==> src/sv/btsp_pkg.sv <==
// ----------------------------------------------------------------------------
// btsp_pkg
// shared types and constants for the bottleneck tour two-max bound block
// ----------------------------------------------------------------------------
package btsp_pkg;

    localparam int MAX_CITIES = 256;
    localparam int COST_BITS  = 32;
    localparam int IDX_BITS   = $clog2(MAX_CITIES);
    localparam int SIZE_BITS  = IDX_BITS + 1;

    // stream payload widths
    localparam int S_TDATA_BITS = ((COST_BITS + 2 * IDX_BITS + 7) / 8) * 8;
    localparam int M_TDATA_BITS = ((COST_BITS + 7) / 8) * 8;

    typedef logic signed [COST_BITS-1:0] t_cost;
    typedef logic        [IDX_BITS-1:0]  t_idx;
    typedef logic        [SIZE_BITS-1:0] t_size;

    localparam t_cost COST_MAX = {1'b0, {(COST_BITS-1){1'b1}}};
    localparam t_cost COST_MIN = {1'b1, {(COST_BITS-1){1'b0}}};

    // configuration register indexes
    typedef enum logic [0:0] {
        CFG_SYM_MODE    = 1'b0,
        CFG_MATRIX_SIZE = 1'b1
    } t_cfg_idx;

    localparam int CFG_DATA_BITS = SIZE_BITS;

    typedef struct packed {
        t_cost cost;
        t_idx  row;
        t_idx  col;
    } t_item;

    // column store write request
    typedef struct packed {
        logic  en;
        t_idx  addr;
        t_cost data;
    } t_col_wr;

    // step status from the bound core
    typedef struct packed {
        logic emit;
        logic in_range;
    } t_step_stat;

endpackage

==> src/sv/btsp_core.sv <==
// ----------------------------------------------------------------------------
// btsp_core
// row tracking, column store update and running maximum for one item
// ----------------------------------------------------------------------------
module btsp_core (
    input  logic                i_clk,
    input  logic                i_rst_n,
    input  logic                i_sym_mode,
    input  btsp_pkg::t_size     i_matrix_size,
    input  btsp_pkg::t_item     i_item,
    input  logic                i_valid,
    input  logic                i_go,
    input  btsp_pkg::t_cost     i_col_min,
    output btsp_pkg::t_step_stat o_stat,
    output btsp_pkg::t_col_wr   o_col_wr,
    output btsp_pkg::t_cost     o_bound
);
    import btsp_pkg::*;

    t_cost r_row_min, n_row_min;
    t_cost r_row_second, n_row_second;
    t_cost r_run_max, n_run_max;

    t_size n_eff;
    t_idx  last_idx;
    logic  in_range;
    logic  row_end;
    logic  last_row;
    t_cost col_val;
    t_cost fold_a;
    t_cost fold_b;
    t_cost max_a;
    t_cost max_ab;

    // clamp size to 1 .. MAX_CITIES
    always_comb begin
        if (i_matrix_size == '0) begin
            n_eff = t_size'(1);
        end else if (i_matrix_size > t_size'(MAX_CITIES)) begin
            n_eff = t_size'(MAX_CITIES);
        end else begin
            n_eff = i_matrix_size;
        end
    end

    assign last_idx = t_idx'(n_eff - t_size'(1));
    assign in_range = ({1'b0, i_item.row} < n_eff) && ({1'b0, i_item.col} < n_eff);
    assign row_end  = (i_item.col == last_idx);
    assign last_row = (i_item.row == last_idx);

    always_comb begin
        n_row_min    = r_row_min;
        n_row_second = r_row_second;
        col_val      = i_item.cost;
        fold_a       = COST_MIN;
        fold_b       = COST_MIN;

        if (i_sym_mode) begin
            if (i_item.cost < r_row_min) begin
                n_row_second = r_row_min;
                n_row_min    = i_item.cost;
            end else if (i_item.cost < r_row_second) begin
                n_row_second = i_item.cost;
            end
            if (row_end) begin
                fold_a = n_row_second;
            end
        end else begin
            if (i_item.cost < r_row_min) begin
                n_row_min = i_item.cost;
            end
            if (i_item.row != '0 && i_col_min < i_item.cost) begin
                col_val = i_col_min;
            end
            if (last_row) begin
                fold_a = col_val;
            end
            if (row_end) begin
                fold_b = n_row_min;
            end
        end

        if (row_end) begin
            n_row_min    = COST_MAX;
            n_row_second = COST_MAX;
        end
    end

    assign max_a  = (fold_a > r_run_max) ? fold_a : r_run_max;
    assign max_ab = (fold_b > max_a) ? fold_b : max_a;

    always_comb begin
        n_run_max = max_ab;
        if (row_end && last_row) begin
            n_run_max = COST_MIN;
        end
    end

    always_ff @(posedge i_clk) begin
        if (!i_rst_n) begin
            r_row_min    <= COST_MAX;
            r_row_second <= COST_MAX;
            r_run_max    <= COST_MIN;
        end else if (i_go && in_range) begin
            r_row_min    <= n_row_min;
            r_row_second <= n_row_second;
            r_run_max    <= n_run_max;
        end
    end

    assign o_stat.emit     = i_valid && in_range && row_end && last_row;
    assign o_stat.in_range = in_range;
    assign o_col_wr.en     = i_go && in_range && !i_sym_mode;
    assign o_col_wr.addr   = i_item.col;
    assign o_col_wr.data   = col_val;
    assign o_bound         = max_ab;

endmodule

==> config.mk <==
export PLATFORM = sky130hd
export DESIGN_NAME = btsp_core
export DESIGN_NICKNAME = d
export VERILOG_FILES = /design/src/sv/btsp_pkg.sv /design/src/sv/btsp_core.sv
export SDC_FILE = /design/constraint.sdc
export NUM_CORES = 1
export LEC_CHECK = 0
export ABC_AREA = 1
export CELL_PAD_IN_SITES_DETAIL_PLACEMENT = 1
export CELL_PAD_IN_SITES_GLOBAL_PLACEMENT = 2
export CORE_ASPECT_RATIO = 2
export CORE_MARGIN = 5
export CORE_UTILIZATION = 39
export CTS_CLUSTER_DIAMETER = 120
export DETAILED_ROUTE_END_ITERATION = 10
export DONT_BUFFER_PORTS = 1
export PLACE_DENSITY = 0.95
export SLEW_MARGIN = 10
export SYNTH_ARGS = -nofsm -noshare
export SYNTH_HDL_FRONTEND = slang
export SYNTH_SLANG_ARGS = --single-unit
export TNS_END_PERCENT = 30
==> constraint.sdc <==
create_clock -name i_clk -period 25.8 [get_ports i_clk]
set_clock_uncertainty 0.2 [all_clocks]
set_input_delay 6.45 -clock i_clk [delete_from_list [all_inputs] [get_ports i_clk]]
set_output_delay 6.45 -clock i_clk [all_outputs]
set_load 0.02 [all_outputs]
==> impl_metrics.tcl, run 1 <==
set metrics [dict create \
    outcome "finished, final reports clean" \
    wl_per_cell_um 22.7 \
    drt_iter0_markers 613 \
    crit_fanout 62 \
    htree_levels 3 \
    grt_pass1_vias 14600 \
    setup_violations 0 \
    gp_congestion 0.939 \
    ys_ff_latch 96 \
    slew_violations 0 \
    area_growth_pct 3.28 \
    max_freq_mhz 44.0 \
    grt_pass1_wl_um 78600 \
    finalHoldViolCount 0 \
    final_area_um2 13100 \
    clock_latency_ns 0.39 \
    viasPerCell 5.88 \
    place_inst 2296 \
    drt_first_pass_iters 5 \
    antenna_found_initial 0 \
    cts_tree "done" \
    portBuffers 0 \
    synth-edff-count 0 \
    synth_ff_type "dfxtp_1" \
    ctsHoldBuffers 0 \
    post-route-min-period_ns 22.72 \
    die_w_um 137 \
    syn_area_um2 12700 \
    num_rows 93 \
    hp-class "register to register" \
    max_cap_violations 0 \
    grt_max_degree 97 \
    synth_nets 2237 \
    yosys_warnings 0 \
    finalSetupTns_ns 0 \
    cts_buffer_depth 2 \
    period_share 0.881 \
    num_antenna_cells 0 \
    syn_avg_cell_area_um2 6.43 \
    yosysSeqAreaShare 0.152 \
    fin_cells 2312 \
    ir_drop_v 0.0000694 \
    dieArea_um2 36400 \
    fin_nets 2148 \
    globalRouteTotalUtil 0.287 \
    rsz0062_at_grt "no" \
    end_kind "primary output" \
    cp-start-kind "input pin" \
    pwr_density_cell_nw_per_um2 86.3 \
    start_util 0.394 \
    num_vias 13600 \
    drc 0 \
    die_h_um 265 \
    wl_um 52500 \
    drive_above_1_share 0.106 \
    core-area_um2 32100 \
    dp_hpwl_um 42000 \
    critical_path.max_stage_delay_ns 1.18 \
    numClockSinks 96 \
    ant_nets 0 \
    ios 169 \
    root_buffer "clkbuf_16" \
    yosysUniqueCellTypes 47 \
    worst_pin_slew_ns 1.08 \
    synth_async_sr_flop_share 0 \
    synth_cells 1969 \
    post_cts_buffers 0 \
    required_ns 19.15 \
    cpMaxStageDelayCell "inv_1" \
    numCtsBuffers 9 \
    leakage_nw 6.81 \
    criticalPathCategory "input pin to primary output" \
    slew_headroom 0.278 \
    crit_arrival_ns 16.07 \
    overflow 0 \
    clk_pin_slew_ns 0.08 \
    place_area_um2 12800 \
    fill_cells 4391 \
    cts_resized 0 \
]
-- worst max-delay path, delay by kind of cell --
kind,cells,cell delay (ns)
buf+inv,6,2.30
fa+ha+maj,3,0.94
xor+xnor,2,0.42
simple gates,22,5.72
compound gates,1,0.21
-- state kept, by name, indices dropped and copies added (netlist names) --
| register | flops |
|---|---|
| r_row_min | 32 |
| r_row_second | 32 |
| r_run_max | 32 |
-- Yosys cell counts, drive strengths merged (5+ instances only) --
master / number / share of area
and2: 31 / 0.015
clkbuf: 71 / 0.021
a21oi: 179 / 0.080
xnor2: 5 / 0.0035
buf: 46 / 0.023
nor2: 45 / 0.016
nor4: 7 / 0.0035
nand3b: 7 / 0.0042
inv: 230 / 0.068
nor3: 7 / 0.0028
dfxtp: 96 / 0.15
o21ai: 151 / 0.060
xor2: 5 / 0.0041
a21boi: 30 / 0.018
o211ai: 35 / 0.021
nand2: 529 / 0.17
o21a: 7 / 0.0042
nand3: 257 / 0.14
ha: 174 / 0.17
nand4: 44 / 0.022
-- metal layers --
metal / global-route usage / part of all wire / wire length [um]
met5: 0 / 0 / 0
met3: 0.0687 / 0.060 / 3160
met2: 0.537 / 0.53 / 27900
met4: 0.276 / 0.11 / 5930
met1: 0.229 / 0.30 / 15500
-- layout make-up --
| cell class | instances | area (um2) | share of cell area |
|---|---|---|---|
| Timing Repair Buffer | 17 | 128 | 0.00977 |
| Clock buffer | 9 | 225 | 0.0172 |
| Inverter | 231 | 867 | 0.0663 |
| Multi-Input combinational cell | 1525 | 9320 | 0.713 |
| Clock inverter | 7 | 77.6 | 0.00594 |
| Tap cell | 427 | 534 | 0.0409 |
| Sequential cell | 96 | 1920 | 0.147 |
-- report_power, final --
group	switching, mW	internal (mW)
Clock	0.0736	0.0762
Combinational	0.583	0.221
Sequential	0.0103	0.164
-- metrics by stage --
step | power, mW | setup WS [ns] | util | hold slack [ns]
after floorplan | 0.818 | 6.54 | - | 0.240
after global placement | 0.962 | 3.60 | 0.397 | 0.255
after detailed placement | 0.989 | 3.10 | 0.397 | 0.254
after CTS | 1.14 | 3.08 | 0.407 | 0.275
after global routing | 1.21 | 2.05 | 0.407 | 0.289
final | 1.13 | 3.08 | 0.407 | 0.270
-- cells by family after synthesis --
family / count (synthesis) / synth area share
AND/OR/NAND/NOR: 930 / 0.367
AO/OA/AOI/OAI: 411 / 0.189
buffers and inverters: 348 / 0.113
adder cells (fa/ha/maj): 174 / 0.172
flip-flops: 96 / 0.152
XOR/XNOR: 10 / 0.00751
-- placed cells by master, fill, tap and decap left out, drive strengths merged, types with 2 or more instances in the layout --
master	synthesis	final
nand3b	7	7
a21boi	30	30
nor2	45	45
inv	230	233
o211ai	35	35
buf	46	17
clkinv	1	3
nor4	7	7
nand2	529	529
clkbuf	71	9
xor2	5	5
o21a	7	7
nor3b	2	2
nand3	257	257
o2111ai	2	2
a21o	2	2
and2	31	31
o21ai	151	151
nand4	44	44
ha	174	174
nor3	7	7
a21oi	179	179
dfxtp	96	96
xnor2	5	5
-- worst paths after layout --
check / from / to / slack, ns / cells past startpoint
setup / recovery: i_matrix_size[8] / o_bound[0] / 3.08 / 34
hold / removal: r_run_max[31] / r_run_max[31] / 0.27 / 2
setup reg to reg: r_row_min[31] / r_run_max[26] / 15.99 / 36
hold reg to reg: r_run_max[31] / r_run_max[31] / 0.27 / 2
Power figures use the tool's default switching activity.
==> run 2, diff against run 1 <==
==> constraint.sdc (replaced) <==
create_clock -name i_clk -period 25.8 [get_ports i_clk]
set_clock_uncertainty 0.2 [all_clocks]
set_input_delay 1.29 -clock i_clk [delete_from_list [all_inputs] [get_ports i_clk]]
set_output_delay 1.29 -clock i_clk [all_outputs]
set_load 0.02 [all_outputs]
==> impl_metrics.tcl, run 2 (synthesized netlist as in run 1, its figures left out) <==
set metrics [dict create \
    post-route-min-period_ns 12.30 \
    core-area_um2 32100 \
    num_antenna_cells 0 \
    holdPathStages 2 \
    worst_pin_slew_ns 1.14 \
    final_cell_mix "493 x nand2_1, 224 x inv_1, 174 x ha_1" \
    root_buffer "clkbuf_16" \
    required_ns 24.31 \
    max_cap_violations 0 \
    setup_violations 0 \
    top_regs "r_row_min (32), r_row_second (32), r_run_max (32)" \
    rsz0062_at_grt "no" \
    post_cts_buffers 0 \
    wl_um 52500 \
    drive_above_1_share 0.106 \
    ios 169 \
    ant_nets 0 \
    hold_end "r_run_max[31]" \
    die_h_um 265 \
    ctsHoldBuffers 0 \
    cpMaxStageDelayCell "inv_1" \
    die_w_um 137 \
    cp-start-kind "input pin" \
    fill_cells 4352 \
    clock_latency_ns 0.39 \
    dp_hpwl_um 42100 \
    clk_pin_slew_ns 0.08 \
    reg2reg_depth 37 \
    startpoint "i_matrix_size[8]" \
    fin_cells 2312 \
    reg2reg_from "r_row_min[25]" \
    hp-class "register to register" \
    rr_endpoint "r_run_max[0]" \
    drt_first_pass_iters 5 \
    cts_buffer_depth 2 \
    grt_pass1_wl_um 79400 \
    period_share 0.477 \
    leakage_nw 6.80 \
    drt_iter0_markers 614 \
    grt_pass1_vias 14800 \
    criticalPathCategory "input pin to primary output" \
    outcome "finished, final reports clean" \
    slew_headroom 0.241 \
    finalSetupTns_ns 0 \
    place_area_um2 12800 \
    finalHoldViolCount 0 \
    ir_drop_v 0.0000698 \
    final_area_um2 13100 \
    cts_resized 0 \
    drc 0 \
    overflow 0 \
    end_kind "primary output" \
    critical_path.max_stage_delay_ns 1.23 \
    multiInputGateArea_um2 9320 \
    place_inst 2296 \
    area_growth_pct 3.29 \
    max_freq_mhz 81.3 \
    portBuffers 0 \
    power_mw 1.13 \
    slew_violations 0 \
    wl_per_cell_um 22.7 \
    rrSetupSlack_ns 16.01 \
    gp_congestion 0.954 \
    pwr_density_cell_nw_per_um2 86.5 \
    num_vias 13600 \
    start_util 0.394 \
    antenna_found_initial 1 \
    regArea_um2 1920 \
    globalRouteTotalUtil 0.289 \
    viasPerCell 5.89 \
    crit_fanout 62 \
    numClockSinks 96 \
    dieArea_um2 36400 \
    numCtsBuffers 9 \
    hp-start "r_run_max[31]" \
    num_rows 93 \
    crit_arrival_ns 10.81 \
    htree_levels 3 \
    fin_nets 2148 \
    layout_commonest_cell "nand2_1" \
    grt_max_degree 97 \
    cts_tree "done" \
]
-- run 2: cell count changes in the layout (fill, tap and decap cells not counted), sizes merged --
cell	delta
clkinvlp	+1
clkinv	-1
-- run 2: worst max-delay path: cells and delay by family --
kind	cells	cell delay [ns]
and+or+nand+nor	22	5.58
buffers and inverters	6	2.36
xor gates and xnor gates	2	0.38
AOI/OAI and AO/OA	1	0.24
adders and majority gates	3	0.95
-- run 2: per-layer routing --
layer | vias to the layer above | global-route usage | share of wire
met2 | 456 | 0.533 | 0.53
met3 | 240 | 0.0782 | 0.061
met5 | - | 0 | 0.00025
met4 | 2 | 0.286 | 0.12
li1 | 6435 | - | -
met1 | 6487 | 0.231 | 0.29
-- run 2: final cells by class --
cell class,instances,share of cell area
Inverter,231,0.0663
Tap cell,427,0.0409
Sequential cell,96,0.147
Clock inverter,7,0.00603
Clock buffer,9,0.0172
Multi-Input combinational cell,1525,0.713
Timing Repair Buffer,17,0.00976
-- run 2: through the flow --
stage	hold slack, ns	util	setup WS, ns
global placement	0.255	0.397	13.94
finish	0.300	0.407	13.50
detailed placement	0.278	0.397	13.50
CTS	0.298	0.407	13.47
floorplan	0.240	-	16.86
global route	0.314	0.407	12.49
-- run 2: how the worst max path moves through the flow --
| stage | endpoint | cells past startpoint |
|---|---|---|
| final | o_bound[17] | 34 |
| after CTS | o_bound[17] | 34 |
| after global placement | o_bound[27] | 34 |
| after detailed placement | o_bound[0] | 34 |
| after floorplan | o_bound[10] | 40 |
| after global routing | o_bound[17] | 34 |
-- run 2: power breakdown --
part	total [mW]	internal, mW	leakage [nW]	switching (mW)
Sequential	0.174	0.164	0.787	0.0104
Clock	0.150	0.0763	0.144	0.0733
Combinational	0.807	0.222	5.87	0.585
==> run 3, diff against run 2 <==
Settings changed: CORE_UTILIZATION 39 to 32, PLACE_DENSITY 0.95 to 0.85.
Clock period 25.8 ns to 11 ns, I/O delays scaled along.
==> impl_metrics.tcl, run 3 (synthesized netlist as in run 1, its figures left out) <==
set metrics [dict create \
    outcome "finished, final reports clean" \
    power_switching_mw 1.61 \
    ir_drop_v 0.000182 \
    hold_end "r_row_min[27]" \
    ctsHoldBuffers 0 \
    top_regs "r_row_min (32), r_row_second (32), r_run_max (32)" \
    layout_commonest_cell "nand2_1" \
    numCtsBuffers 9 \
    num_vias 13600 \
    grt_max_degree 97 \
    hp-class "input pin to register" \
    area_growth_pct 4.39 \
    drt_iter0_markers 683 \
    cp-start-kind "register" \
    core-area_um2 39300 \
    p_clk_frac 0.130 \
    slew_violations 0 \
    reg2reg_depth 38 \
    grt_pass1_wl_um 81900 \
    cts_resized 0 \
    ant_nets 0 \
    rr_endpoint "r_run_max[24]" \
    dp_hpwl_um 44100 \
    die_w_um 151 \
    crit_fanout 54 \
    cts_buffer_depth 2 \
    final_cell_mix "493 x nand2_1, 224 x inv_1, 174 x ha_1" \
    num_rows 103 \
    crit_arrival_ns 8.58 \
    p_sw_frac 0.598 \
    portBuffers 0 \
    viasPerCell 5.65 \
    drc 0 \
    holdPathStages 1 \
    antenna_found_initial 1 \
    max_freq_mhz 107 \
    seq_power_share 0.152 \
    finalHoldViolCount 0 \
    clk_pin_slew_ns 0.08 \
    drt_first_pass_iters 5 \
    setup_violations 0 \
    critical_path.max_stage_delay_ns 0.84 \
    cpMaxStageDelayCell "inv_1" \
    end_kind "primary output" \
    p_comb_frac 0.718 \
    rsz0062_at_grt "no" \
    dieArea_um2 43900 \
    gp_congestion 0.927 \
    cts_tree "done" \
    reg2reg_from "r_row_min[17]" \
    numClockSinks 96 \
    slew_headroom 0.214 \
    place_inst 2397 \
    criticalPathCategory "register to primary output" \
    wl_um 55100 \
    globalRouteTotalUtil 0.247 \
    clock_latency_ns 0.39 \
    worst_pin_slew_ns 1.18 \
    start_util 0.322 \
    drive_above_1_share 0.108 \
    fin_cells 2414 \
    hp-start "i_rst_n" \
    post_cts_buffers 0 \
    die_h_um 291 \
    p_int_mw 1.08 \
    grt_pass1_vias 14600 \
    path_common_cell "nand2_1" \
    root_buffer "clkbuf_16" \
    fin_nets 2151 \
    htree_levels 3 \
    period_share 0.848 \
    finalSetupTns_ns 0 \
    max_cap_violations 0 \
    pwr_density_cell_nw_per_um2 204 \
    rrSetupSlack_ns 2.51 \
    ios 169 \
    post-route-min-period_ns 9.33 \
    leakage_nw 6.82 \
    overflow 0 \
    required_ns 10.25 \
    wl_per_cell_um 22.8 \
]
run 3: cell count changes in the layout (fill, tap and decap cells not counted), sizes merged:
cell | previous run | this run
buf | 17 | 20
clkinv | 2 | 3
clkinvlp | 2 | 1
diode | 0 | 1
run 3: cell type report:
| class | count | area (um2) |
|---|---|---|
| multi-input combinational | 1525 | 9320 |
| sequential | 96 | 1920 |
| timing repair buffer | 20 | 150 |
| clock buffer | 9 | 225 |
| tap | 525 | 657 |
| antenna | 1 | 2.50 |
| inverter | 231 | 867 |
| fill | 5116 | 26100 |
| clock inverter | 7 | 70.1 |
run 3: worst max-delay path: cells and delay by family, from the launching register on:
family / cells / cell delay (ns)
simple gates: 23 / 3.84
buf+inv: 7 / 2.23
fa+ha+maj: 3 / 0.99
compound gates: 4 / 0.79
flops: 1 / 0.35
run 3: metrics by stage:
step	worst slack [ns]	total power, mW	hold slack, ns	util	instance area, um2
after floorplan	3.54	1.92	0.240	-	12700
after global placement	1.93	2.33	0.250	0.328	12900
final	1.67	2.69	0.0663	0.336	13200
after detailed placement	1.71	2.37	0.260	0.328	12900
after CTS	1.64	2.73	0.0545	0.336	13200
after global routing	1.01	2.89	0.0676	0.336	13200
run 3: power by group through the flow:
stage          registers, mW  logic, mW  clock network (mW)
2_1_floorplan          0.407       1.51                   0
3_3_place_gp           0.414       1.91                   0
3_5_place_dp           0.416       1.96                   0
4_1_cts                0.408       1.97               0.361
5_1_grt                0.412       2.11               0.370
6_report               0.409       1.93               0.350
run 3: worst max-delay path by stage:
stage | startpoint | end | slack (ns) | cells after the start
detailed placement | i_matrix_size[8] | o_bound[25] | 1.71 | 35
CTS | i_matrix_size[8] | o_bound[25] | 1.64 | 35
floorplan | i_matrix_size[8] | o_bound[10] | 3.54 | 40
global route | i_matrix_size[8] | o_bound[24] | 1.01 | 35
finish | r_row_min[17] | o_bound[25] | 1.67 | 37
global placement | i_matrix_size[8] | o_bound[25] | 1.93 | 35
run 3: per-layer routing:
layer,vias up,wire (um),global-route usage
met3,203,3080,0.0558
li1,6441,-,-
met4,0,5140,0.194
met1,6588,16700,0.206
met5,-,0,0
met2,408,30100,0.479
